File: config.mk
export PLATFORM = sky130hd
export DESIGN_NAME = section_address_translator_flat
export DESIGN_NICKNAME = d
export VERILOG_FILES = /design/src/sat_pkg.sv /design/src/sat_in_if.sv /design/src/sat_out_if.sv /design/src/section_address_translator.sv /design/src/sat_ram.sv /design/src/flat_wrapper.sv
export SDC_FILE = /design/constraint.sdc
export NUM_CORES = 2
export LEC_CHECK = 0
export ABC_AREA = 1
export BUFFER_PORTS_ARGS = -buffer_cell sky130_fd_sc_hd__buf_2
export CELL_PAD_IN_SITES_DETAIL_PLACEMENT = 1
export CELL_PAD_IN_SITES_GLOBAL_PLACEMENT = 1
export CORE_ASPECT_RATIO = 0.75
export CORE_MARGIN = 3
export CORE_UTILIZATION = 45
export CTS_CLUSTER_SIZE = 20
export DETAILED_ROUTE_END_ITERATION = 8
export GPL_ROUTABILITY_DRIVEN = 0
export PLACE_DENSITY_LB_ADDON = 0.1
export SYNTH_ARGS = -nofsm -noshare
export SYNTH_HDL_FRONTEND = slang
export SYNTH_SLANG_ARGS = --single-unit
File: constraint.sdc
create_clock -name clk -period 13.1 [get_ports clk]
set_input_delay 0 -clock clk [delete_from_list [all_inputs] [get_ports clk]]
set_output_delay 0 -clock clk [all_outputs]
set_load 0.005 [all_outputs]
File: src/sat_pkg.sv
// ----------------------------------------------------------------------------
// sat_pkg - section address translator shared definitions
// Command codes, register indexes, table entry layout and sequencer states.
// ----------------------------------------------------------------------------
package sat_pkg;

  // Transaction commands
  typedef enum logic [1:0] {
    CMD_LOAD = 2'd0,
    CMD_V2F  = 2'd1,
    CMD_F2V  = 2'd2,
    CMD_NONE = 2'd3
  } sat_cmd_t;

  // Register indexes (byte address / 4)
  localparam logic REG_HEADER_SIZE   = 1'b0;
  localparam logic REG_SECTION_COUNT = 1'b1;

  localparam int ADDR_W  = 32;
  localparam int COUNT_W = 5;
  localparam int IDX_W   = 4;
  localparam int PADDR_W = 3;
  localparam int PAGE_W  = 12;  // 4 KiB page

  // One section table entry
  typedef struct packed {
    logic [ADDR_W-1:0] virt_size;
    logic [ADDR_W-1:0] virt_base;
    logic [ADDR_W-1:0] raw_size;
    logic [ADDR_W-1:0] raw_base;
  } sec_entry_t;

  typedef enum logic [1:0] {
    ST_IDLE,
    ST_SCAN,
    ST_DRAIN,
    ST_DONE
  } sat_state_t;

  // Round a size up to the next page boundary, wrapping at 2^32
  function automatic logic [ADDR_W-1:0] page_round_up(input logic [ADDR_W-1:0] v);
    logic [ADDR_W-PAGE_W-1:0] pg;
    pg = v[ADDR_W-1:PAGE_W] + (ADDR_W-PAGE_W)'(|v[PAGE_W-1:0]);
    return {pg, {PAGE_W{1'b0}}};
  endfunction

endpackage

File: src/sat_in_if.sv
// ----------------------------------------------------------------------------
// sat_in_if - request channel
// Valid/ready channel carrying one load or translate transaction.
// ----------------------------------------------------------------------------
interface sat_in_if
  import sat_pkg::*;
();
  logic              valid;
  logic              ready;
  logic [1:0]        cmd;
  logic [IDX_W-1:0]  entry_index;
  logic [ADDR_W-1:0] virt_size;
  logic [ADDR_W-1:0] virt_base;
  logic [ADDR_W-1:0] raw_size;
  logic [ADDR_W-1:0] raw_base;
  logic [ADDR_W-1:0] query_addr;

  modport source (output valid, cmd, entry_index, virt_size, virt_base, raw_size,
                  raw_base, query_addr, input ready);
  modport sink   (input valid, cmd, entry_index, virt_size, virt_base, raw_size,
                  raw_base, query_addr, output ready);
endinterface

File: src/sat_out_if.sv
// ----------------------------------------------------------------------------
// sat_out_if - result channel
// Valid/ready channel carrying one translation result.
// ----------------------------------------------------------------------------
interface sat_out_if
  import sat_pkg::*;
();
  logic              valid;
  logic              ready;
  logic [ADDR_W-1:0] translated_addr;
  logic              matched;

  modport source (output valid, translated_addr, matched, input ready);
  modport sink   (input valid, translated_addr, matched, output ready);
endinterface

File: src/section_address_translator.sv
// ----------------------------------------------------------------------------
// section_address_translator - section table and address translation
//
//   Channel  | Port group        | Direction | Content
//   ---------+-------------------+-----------+------------------------------------
//   request  | in_ch             | in        | load entry or translate query
//   result   | out_ch            | out       | translated_addr, matched
//   config   | psel..prdata      | in/out    | header_size @0x0, section_count @0x4
//
// A load is written into the table on acceptance and the block stays ready. A
// table scan reads one table entry per cycle from the section RAM into a
// three-stage compare pipeline, then drains, and offers its result from DONE;
// header pass-through and an empty table go straight to DONE. In each case the
// block is ready again once the result register has been loaded.
// The result register holds a finished transaction until out_ch.ready; a
// further translate waits in DONE while that register is full.
// Reset (rst_n, synchronous) clears control and registers and holds in_ch.ready
// low; the table is undefined until loaded.
// ----------------------------------------------------------------------------
module section_address_translator
  import sat_pkg::*;
#(
  parameter int MAX_SECTIONS = 16
) (
  input  logic               clk,
  input  logic               rst_n,
  sat_in_if.sink             in_ch,
  sat_out_if.source          out_ch,
  input  logic               psel,
  input  logic               penable,
  input  logic               pwrite,
  input  logic [PADDR_W-1:0] paddr,
  input  logic [31:0]        pwdata,
  output logic [31:0]        prdata,
  output logic               pready
);

  localparam int AW = (MAX_SECTIONS > 1) ? $clog2(MAX_SECTIONS) : 1;

  sat_state_t state_r, state_nxt;

  logic [ADDR_W-1:0]  hdr_r;
  logic [COUNT_W-1:0] cnt_r;
  logic               dir_v2f_r;
  logic [ADDR_W-1:0]  query_r;
  logic [AW-1:0]      rd_idx_r;
  logic               v1_r, v2_r, v3_r;
  logic [ADDR_W-1:0]  ext2_r, lo2_r, oth2_r, diff2_r;
  logic [ADDR_W-1:0]  hi3_r, res3_r;
  logic               ge3_r;
  logic [ADDR_W-1:0]  res_r;
  logic               hit_r;
  logic               out_valid_r;
  logic [ADDR_W-1:0]  out_addr_r;
  logic               out_hit_r;

  logic               accept, is_xlate, pass, ld_ok, last_issue;
  logic               issue, out_load, cfg_wr;
  logic [COUNT_W-1:0] cnt_wval;
  sec_entry_t         ram_wdata, ram_rdata;
  logic [ADDR_W-1:0]  s1_lo, s1_ext, s1_oth;

  // --------------------------------------------------------------------------
  // Configuration port
  // --------------------------------------------------------------------------
  assign pready   = 1'b1;
  assign cfg_wr   = psel && penable && pwrite && pready;
  assign cnt_wval = (7'(pwdata[COUNT_W-1:0]) > 7'(MAX_SECTIONS)) ?
                    COUNT_W'(MAX_SECTIONS) : pwdata[COUNT_W-1:0];

  always_ff @(posedge clk) begin
    if (!rst_n) begin
      hdr_r <= '0;
      cnt_r <= '0;
    end else if (cfg_wr) begin
      unique case (paddr[2])
        REG_HEADER_SIZE:   hdr_r <= pwdata;
        REG_SECTION_COUNT: cnt_r <= cnt_wval;
        default:           ;
      endcase
    end
  end

  always_comb begin
    unique case (paddr[2])
      REG_HEADER_SIZE:   prdata = hdr_r;
      REG_SECTION_COUNT: prdata = 32'(cnt_r);
      default:           prdata = '0;
    endcase
  end

  // --------------------------------------------------------------------------
  // Request decode
  // --------------------------------------------------------------------------
  assign accept   = in_ch.valid && in_ch.ready;
  assign is_xlate = (in_ch.cmd == CMD_V2F) || (in_ch.cmd == CMD_F2V);
  assign pass     = (in_ch.cmd == CMD_V2F) && (in_ch.query_addr <= hdr_r);
  assign ld_ok    = accept && (in_ch.cmd == CMD_LOAD) &&
                    (7'(in_ch.entry_index) < 7'(MAX_SECTIONS));
  assign last_issue = (8'(rd_idx_r) + 8'd1) == 8'(cnt_r);

  // --------------------------------------------------------------------------
  // Section table
  // --------------------------------------------------------------------------
  assign ram_wdata = '{virt_size: in_ch.virt_size, virt_base: in_ch.virt_base,
                       raw_size:  in_ch.raw_size,  raw_base:  in_ch.raw_base};

  sat_ram #(
    .WIDTH ($bits(sec_entry_t)),
    .DEPTH (MAX_SECTIONS),
    .AW    (AW)
  ) u_table (
    .clk   (clk),
    .we    (ld_ok),
    .waddr (AW'(in_ch.entry_index)),
    .wdata (ram_wdata),
    .re    (issue),
    .raddr (rd_idx_r),
    .rdata (ram_rdata)
  );

  // --------------------------------------------------------------------------
  // Sequencer: next state
  // --------------------------------------------------------------------------
  always_comb begin
    state_nxt = state_r;
    unique case (state_r)
      ST_IDLE: begin
        if (accept && is_xlate) begin
          state_nxt = (pass || (cnt_r == '0)) ? ST_DONE : ST_SCAN;
        end
      end
      ST_SCAN: begin
        if (last_issue) state_nxt = ST_DRAIN;
      end
      ST_DRAIN: begin
        if (!v1_r && !v2_r && !v3_r) state_nxt = ST_DONE;
      end
      ST_DONE: begin
        if (out_load) state_nxt = ST_IDLE;
      end
      default: state_nxt = ST_IDLE;
    endcase
  end

  // Sequencer: outputs
  always_comb begin
    in_ch.ready = (state_r == ST_IDLE) && rst_n;
    issue       = (state_r == ST_SCAN);
    out_load    = (state_r == ST_DONE) && (!out_valid_r || out_ch.ready);
  end

  always_ff @(posedge clk) begin
    if (!rst_n) begin
      state_r <= ST_IDLE;
      v1_r    <= 1'b0;
      v2_r    <= 1'b0;
      v3_r    <= 1'b0;
    end else begin
      state_r <= state_nxt;
      v1_r    <= issue;
      v2_r    <= v1_r;
      v3_r    <= v2_r;
    end
  end

  // Read pointer and query capture
  always_ff @(posedge clk) begin
    if (state_r == ST_IDLE) begin
      rd_idx_r <= '0;
      if (accept) begin
        query_r   <= in_ch.query_addr;
        dir_v2f_r <= (in_ch.cmd == CMD_V2F);
      end
    end else if (issue) begin
      rd_idx_r <= rd_idx_r + AW'(1);
    end
  end

  // --------------------------------------------------------------------------
  // Compare pipeline: extent and offset, then bounds and result, then update
  // --------------------------------------------------------------------------
  assign s1_lo  = dir_v2f_r ? ram_rdata.virt_base : ram_rdata.raw_base;
  assign s1_ext = dir_v2f_r ? page_round_up(ram_rdata.virt_size) : ram_rdata.raw_size;
  assign s1_oth = dir_v2f_r ? ram_rdata.raw_base : ram_rdata.virt_base;

  always_ff @(posedge clk) begin
    ext2_r  <= s1_ext;
    lo2_r   <= s1_lo;
    oth2_r  <= s1_oth;
    diff2_r <= query_r - s1_lo;
    hi3_r   <= ext2_r + lo2_r;
    ge3_r   <= query_r >= lo2_r;
    res3_r  <= diff2_r + oth2_r;
  end

  // Running result; later matches overwrite earlier ones
  always_ff @(posedge clk) begin
    if (accept && is_xlate) begin
      res_r <= pass ? in_ch.query_addr : '0;
      hit_r <= pass;
    end else if (v3_r && ge3_r && (query_r < hi3_r)) begin
      res_r <= res3_r;
      hit_r <= 1'b1;
    end
  end

  // --------------------------------------------------------------------------
  // Result register
  // --------------------------------------------------------------------------
  always_ff @(posedge clk) begin
    if (!rst_n) begin
      out_valid_r <= 1'b0;
    end else if (out_load) begin
      out_valid_r <= 1'b1;
    end else if (out_ch.ready) begin
      out_valid_r <= 1'b0;
    end
  end

  always_ff @(posedge clk) begin
    if (out_load) begin
      out_addr_r <= res_r;
      out_hit_r  <= hit_r;
    end
  end

  assign out_ch.valid           = out_valid_r;
  assign out_ch.translated_addr = out_addr_r;
  assign out_ch.matched         = out_hit_r;

endmodule

File: src/sat_ram.sv
// ----------------------------------------------------------------------------
// sat_ram - generic single-port-write, registered-read RAM
// One write and one read per cycle; read data appears the cycle after re.
// ----------------------------------------------------------------------------
module sat_ram #(
  parameter int WIDTH = 32,
  parameter int DEPTH = 16,
  parameter int AW    = (DEPTH > 1) ? $clog2(DEPTH) : 1
) (
  input  logic             clk,
  input  logic             we,
  input  logic [AW-1:0]    waddr,
  input  logic [WIDTH-1:0] wdata,
  input  logic             re,
  input  logic [AW-1:0]    raddr,
  output logic [WIDTH-1:0] rdata
);

  logic [WIDTH-1:0] mem [DEPTH];

  always_ff @(posedge clk) begin
    if (we) begin
      mem[waddr] <= wdata;
    end
    if (re) begin
      rdata <= mem[raddr];
    end
  end

endmodule

File: src/flat_wrapper.sv
// flat-port wrapper written by rule: the top's interface ports become plain ports
module section_address_translator_flat import sat_pkg::*;
#(
  parameter int MAX_SECTIONS = 16
)
  (clk, rst_n, psel, penable, pwrite, paddr, pwdata, prdata, pready, in_ch_valid, in_ch_cmd, in_ch_entry_index, in_ch_virt_size, in_ch_virt_base, in_ch_raw_size, in_ch_raw_base, in_ch_query_addr, in_ch_ready, out_ch_valid, out_ch_translated_addr, out_ch_matched, out_ch_ready);
  sat_in_if in_ch_i ();
  sat_out_if out_ch_i ();
  input  logic clk;
  input  logic rst_n;
  input  logic psel;
  input  logic penable;
  input  logic pwrite;
  input  logic [PADDR_W-1:0] paddr;
  input  logic [31:0] pwdata;
  output logic [31:0] prdata;
  output logic pready;
  input wire logic [$bits(in_ch_i.valid)-1:0] in_ch_valid;
  input wire logic [$bits(in_ch_i.cmd)-1:0] in_ch_cmd;
  input wire logic [$bits(in_ch_i.entry_index)-1:0] in_ch_entry_index;
  input wire logic [$bits(in_ch_i.virt_size)-1:0] in_ch_virt_size;
  input wire logic [$bits(in_ch_i.virt_base)-1:0] in_ch_virt_base;
  input wire logic [$bits(in_ch_i.raw_size)-1:0] in_ch_raw_size;
  input wire logic [$bits(in_ch_i.raw_base)-1:0] in_ch_raw_base;
  input wire logic [$bits(in_ch_i.query_addr)-1:0] in_ch_query_addr;
  output wire logic [$bits(in_ch_i.ready)-1:0] in_ch_ready;
  output wire logic [$bits(out_ch_i.valid)-1:0] out_ch_valid;
  output wire logic [$bits(out_ch_i.translated_addr)-1:0] out_ch_translated_addr;
  output wire logic [$bits(out_ch_i.matched)-1:0] out_ch_matched;
  input wire logic [$bits(out_ch_i.ready)-1:0] out_ch_ready;
  assign in_ch_i.valid = in_ch_valid;
  assign in_ch_i.cmd = in_ch_cmd;
  assign in_ch_i.entry_index = in_ch_entry_index;
  assign in_ch_i.virt_size = in_ch_virt_size;
  assign in_ch_i.virt_base = in_ch_virt_base;
  assign in_ch_i.raw_size = in_ch_raw_size;
  assign in_ch_i.raw_base = in_ch_raw_base;
  assign in_ch_i.query_addr = in_ch_query_addr;
  assign in_ch_ready = in_ch_i.ready;
  assign out_ch_valid = out_ch_i.valid;
  assign out_ch_translated_addr = out_ch_i.translated_addr;
  assign out_ch_matched = out_ch_i.matched;
  assign out_ch_i.ready = out_ch_ready;
  section_address_translator #(.MAX_SECTIONS(MAX_SECTIONS)) u_core (.clk(clk), .rst_n(rst_n), .in_ch(in_ch_i), .out_ch(out_ch_i), .psel(psel), .penable(penable), .pwrite(pwrite), .paddr(paddr), .pwdata(pwdata), .prdata(prdata), .pready(pready));
endmodule
==> summary.md <==
In this run the clock root is driven by a clkbuf_16. The total area of multi-input combinational cells is 24500 um2. Setup violations remaining at the end of the flow were counted as 0.

The logs give 0.130 for the tightest slew margin relative to the limit and 8801 for the net total in the final layout. In the final routed layout, each cell accounts on average for 27.4 um. The launching element type of the critical path is a register. In the synthesized netlist, the cells that appear most often are edfxtp_1, o21ai_0, nor2_1, nand2_1, inv_1. The starting density of the core is 0.456, and the insertion delay to the later sink of the worst-skew pair is 0.89 ns. The tools report the via count of the first global-routing pass as 68300.

In the routed layout, each cell is associated on average with a via count of 5.84. Area fraction in compound gates after synthesis: 0.131. The worst hold margin is 0.0582 ns.

The clock-pin slew on the worst setup and hold paths was 0.06 ns; the highest achievable clock rate was 201 MHz. The count of buffers from port buffering works out to 272. After clock tree synthesis, the setup repair step added 0 buffers. The run gives 0 as the number of pins with negative max-slew slack in the final report. In the post-synthesis netlist, the cell with the most instances is edfxtp_1. The simple logic cell fraction of the synthesized area works out to 0.0757. The number of clock sinks is 2515, and the area overhead of the layout relative to synthesis is 15.0%. The largest stage delay on the critical path was 0.77 ns; the largest fanout on the critical path was 35. The count of distinct cell types in the synthesized netlist was 54; the fraction of synthesized cell area in xor and xnor cells was 0.00962. Critical-path cell with the highest stage delay: buf_4.

The count of synthesis-stage warnings from yosys was 0; the detailed-placement wirelength estimate was 172000 um. The analysis attributes to cell leakage a power of 40.3 nW. VDD sags by at most 0.176 mV.

Summed over all failing endpoints, the final setup total negative slack is 0 ns. Registers take 73100 um2. Setup repair after global routing left no endpoint under its margin. The residual overflow from global routing is 0. The count of TritonRoute iterations in the first routing pass came out at 6.

The die is 416 um tall. Power spread over the standard cell area amounts to 208 nW/um2. The count of nets left with antenna violations once routing finished came out at 0. Summed over all layers, the routed wires come to 317000 um. Number of standard cells after synthesis: 7904.

The share of synthesized cell area in full adder, half adder and majority cells was 0.0250. Data on the critical path arrives at its endpoint at 5.47 ns. The worst setup slack after layout is 8.13 ns, and the final critical path time including I/O delays and setup is 4.97 ns. Ranked by total cell area, the synthesized netlist is headed by edfxtp_1, o21ai_0, dfxtp_1.

Traced cell by cell, the critical path runs through inv_1 > ha_1 > nand2_1 > inv_1 > nand2_1 > nor2_1 > nand3_1 > dlygate4sd3_1 > nor2_4 > buf_4 > buf_4 > buf_4. The data required time at the worst endpoint was 13.59 ns; the number of max-cap violations was 0. The critical path is of the reg -> reg type.

The min-delay analysis places its worst path in the category in -> reg. The number of antenna violations at the first check in global routing is 31. The routed layout has 67400 vias.

The share of cells above drive strength 1 is 0.0835, and the total standard cell area after synthesis is 101000 um2. The first routing iteration left 5938 violations. The flow ran to the end, and the final reports show no timing, DRC or antenna violations.

For the total CTS buffers, the log shows 246. The logs give 0.268 for the aggregate global-route resource usage and 0 for the DRC violations left. Prior to clock tree synthesis, the placed netlist has a worst setup slack of 8.29 ns. The run gives 22100 as the number of fill cells in the layout. The async set or reset register ratio after synthesis was 0. The proportion of synthesized chip area in sequential cells is 0.725.

The synthesized netlist net count came out at 8312. The clock arrives with 0.0713 ns of skew. The die covers 230000 um2. The number of enable-type register cells in the synthesized netlist came out at 2275. The part of the cycle the worst path needs is 0.380. The first global-routing pass estimated 463000 um of wire. The hold violation total from the final report was 0; the count of pins on the block boundary was 276. Most area-hungry cell type in the Yosys netlist: edfxtp_1.

The share of Yosys cell area claimed by the top area cell type was 0.677; the number of H-tree levels was 4. The longest clock path from root to sink contains 4 buffers. Cell repeated most along the worst path: buf_4.

Counting flops and latches in the post-synthesis netlist gives 2515. Entering global routing, the biggest net connects 182 pins. Commonest register cell after synthesis: edfxtp_1. Number of placement rows: 149. The multiplexer share of the synthesized area was 0.000794; the transition time of the tightest slew-check pin was 1.29 ns.

STA classifies the critical path endpoint as a register. In this run the standard cell core region covers 221000 um2. TritonCTS built the clock tree. By area, the combinational part of the netlist is dominated by compound AO/OA/AOI/OAI gates. After synthesis, the mean cell area works out to 12.8 um2. Horizontal die dimension: 553 um.
## logic make-up (layout without fill, tap and decap cells)
kind of cell | Yosys count | in the layout
adder cells (fa/ha/maj) | 200 | 200
other | 1 | 17
AO/OA/AOI/OAI | 2273 | 2273
multiplexers | 8 | 8
AND/OR/NAND/NOR | 1952 | 1952
flip-flops | 2515 | 2515
XOR/XNOR | 110 | 110
buffers and inverters | 845 | 1526
## layout by cell type (no fill, tap or decap), drive strengths merged, types with 7 or more instances in the layout
| cell | synthesis | layout |
|---|---|---|
| bufinv | 0 | 15 |
| o21a | 7 | 7 |
| a21oi | 201 | 201 |
| o211ai | 96 | 96 |
| inv | 377 | 380 |
| clkbuf | 314 | 316 |
| ha | 197 | 197 |
| nand3 | 123 | 123 |
| nand4 | 20 | 20 |
| a21o | 15 | 15 |
| a21boi | 12 | 12 |
| nor2 | 1274 | 1274 |
| dlygate4sd3 | 0 | 338 |
| diode | 0 | 16 |
| edfxtp | 2275 | 2275 |
| nand2 | 497 | 497 |
| mux2i | 8 | 8 |
| buf | 152 | 369 |
| nor3 | 25 | 25 |
| o21bai | 14 | 14 |
| o22ai | 284 | 284 |
| clkinv | 2 | 103 |
| xor2 | 72 | 72 |
| o21ai | 1348 | 1348 |
| xnor2 | 38 | 38 |
| dfxtp | 240 | 240 |
| o221ai | 272 | 272 |
## path summary, 6_finish.rpt
path | startpoint | endpoint | slack, ns | depth (start not counted)
max | u_core.state_r[0] | u_core.u_table.mem[12][82] | 8.13 | 12
min | in_ch_raw_base[27] | u_core.u_table.mem[3][27] | 0.06 | 2
max reg2reg | u_core.state_r[0] | u_core.u_table.mem[12][82] | 8.13 | 12
min reg2reg | u_core.res_r[0] | u_core.out_ch.translated_addr[0] | 0.41 | 0
## report_power, final
group	total (mW)	switching [mW]	internal (mW)	leakage (nW)
combinational	7.41	5.22	2.19	14.1
sequential	10.0	0.496	9.51	22.5
clock	6.79	3.01	3.77	3.65
## critical path: cells and delay by family (launching register included)
family / cells / cell delay [ns]
adders and majority gates: 1 / 0.24
buffers and inverters: 6 / 2.95
DFF: 1 / 0.36
and+or+nand+nor: 5 / 0.91
## flip-flops by register name, summed over array words and instances, names as in the netlist, 4 cells and up
signal / flops
u_core.res3_r: 32
u_core.lo2_r: 32
u_core.ext2_r: 32
u_core.query_r: 32
u_core.u_table.rdata: 128
u_core.res_r: 32
u_core.u_table.mem: 2048
u_core.hdr_r: 32
u_core.out_ch.translated_addr: 32
u_core.oth2_r: 32
u_core.diff2_r: 32
u_core.hi3_r: 32
u_core.cnt_r: 5
u_core.rd_idx_r: 4
## final cells by class
type | instances | share of cell area
clock buffers | 316 | 0.0561
repair buffers | 707 | 0.0495
clock inverters | 124 | 0.00842
flip-flops and latches | 2515 | 0.630
diodes | 16 | 0.000345
inverters | 379 | 0.0125
well taps | 2944 | 0.0317
multi-input cells | 4544 | 0.211
## through the flow
stage               instances  total power [mW]  cell area (um2)   util
finish                  11500              24.2           116000  0.524
global route            11500              25.5           116000  0.524
CTS                     11500              24.3           116000  0.524
detailed placement      10800              17.4           105000  0.475
global placement        10800              17.3           105000  0.475
floorplan                7904              14.6           101000      -
## layer usage
metal  vias to the layer above  track usage  wire [um]
met5                         -            0         48
met4                         8       0.0679       7910
met3                       446       0.0354      17300
met2                      1905        0.434     148000
met1                     34900        0.384     143000
li1                      30100            -          -
## what timing repair did
item | in CTS | in global routing
hold buffers | 338 | 0
endpoints found under the hold margin | 2246 | 0
gates resized for setup | 0 | 0
Power figures use the tool's default switching activity.
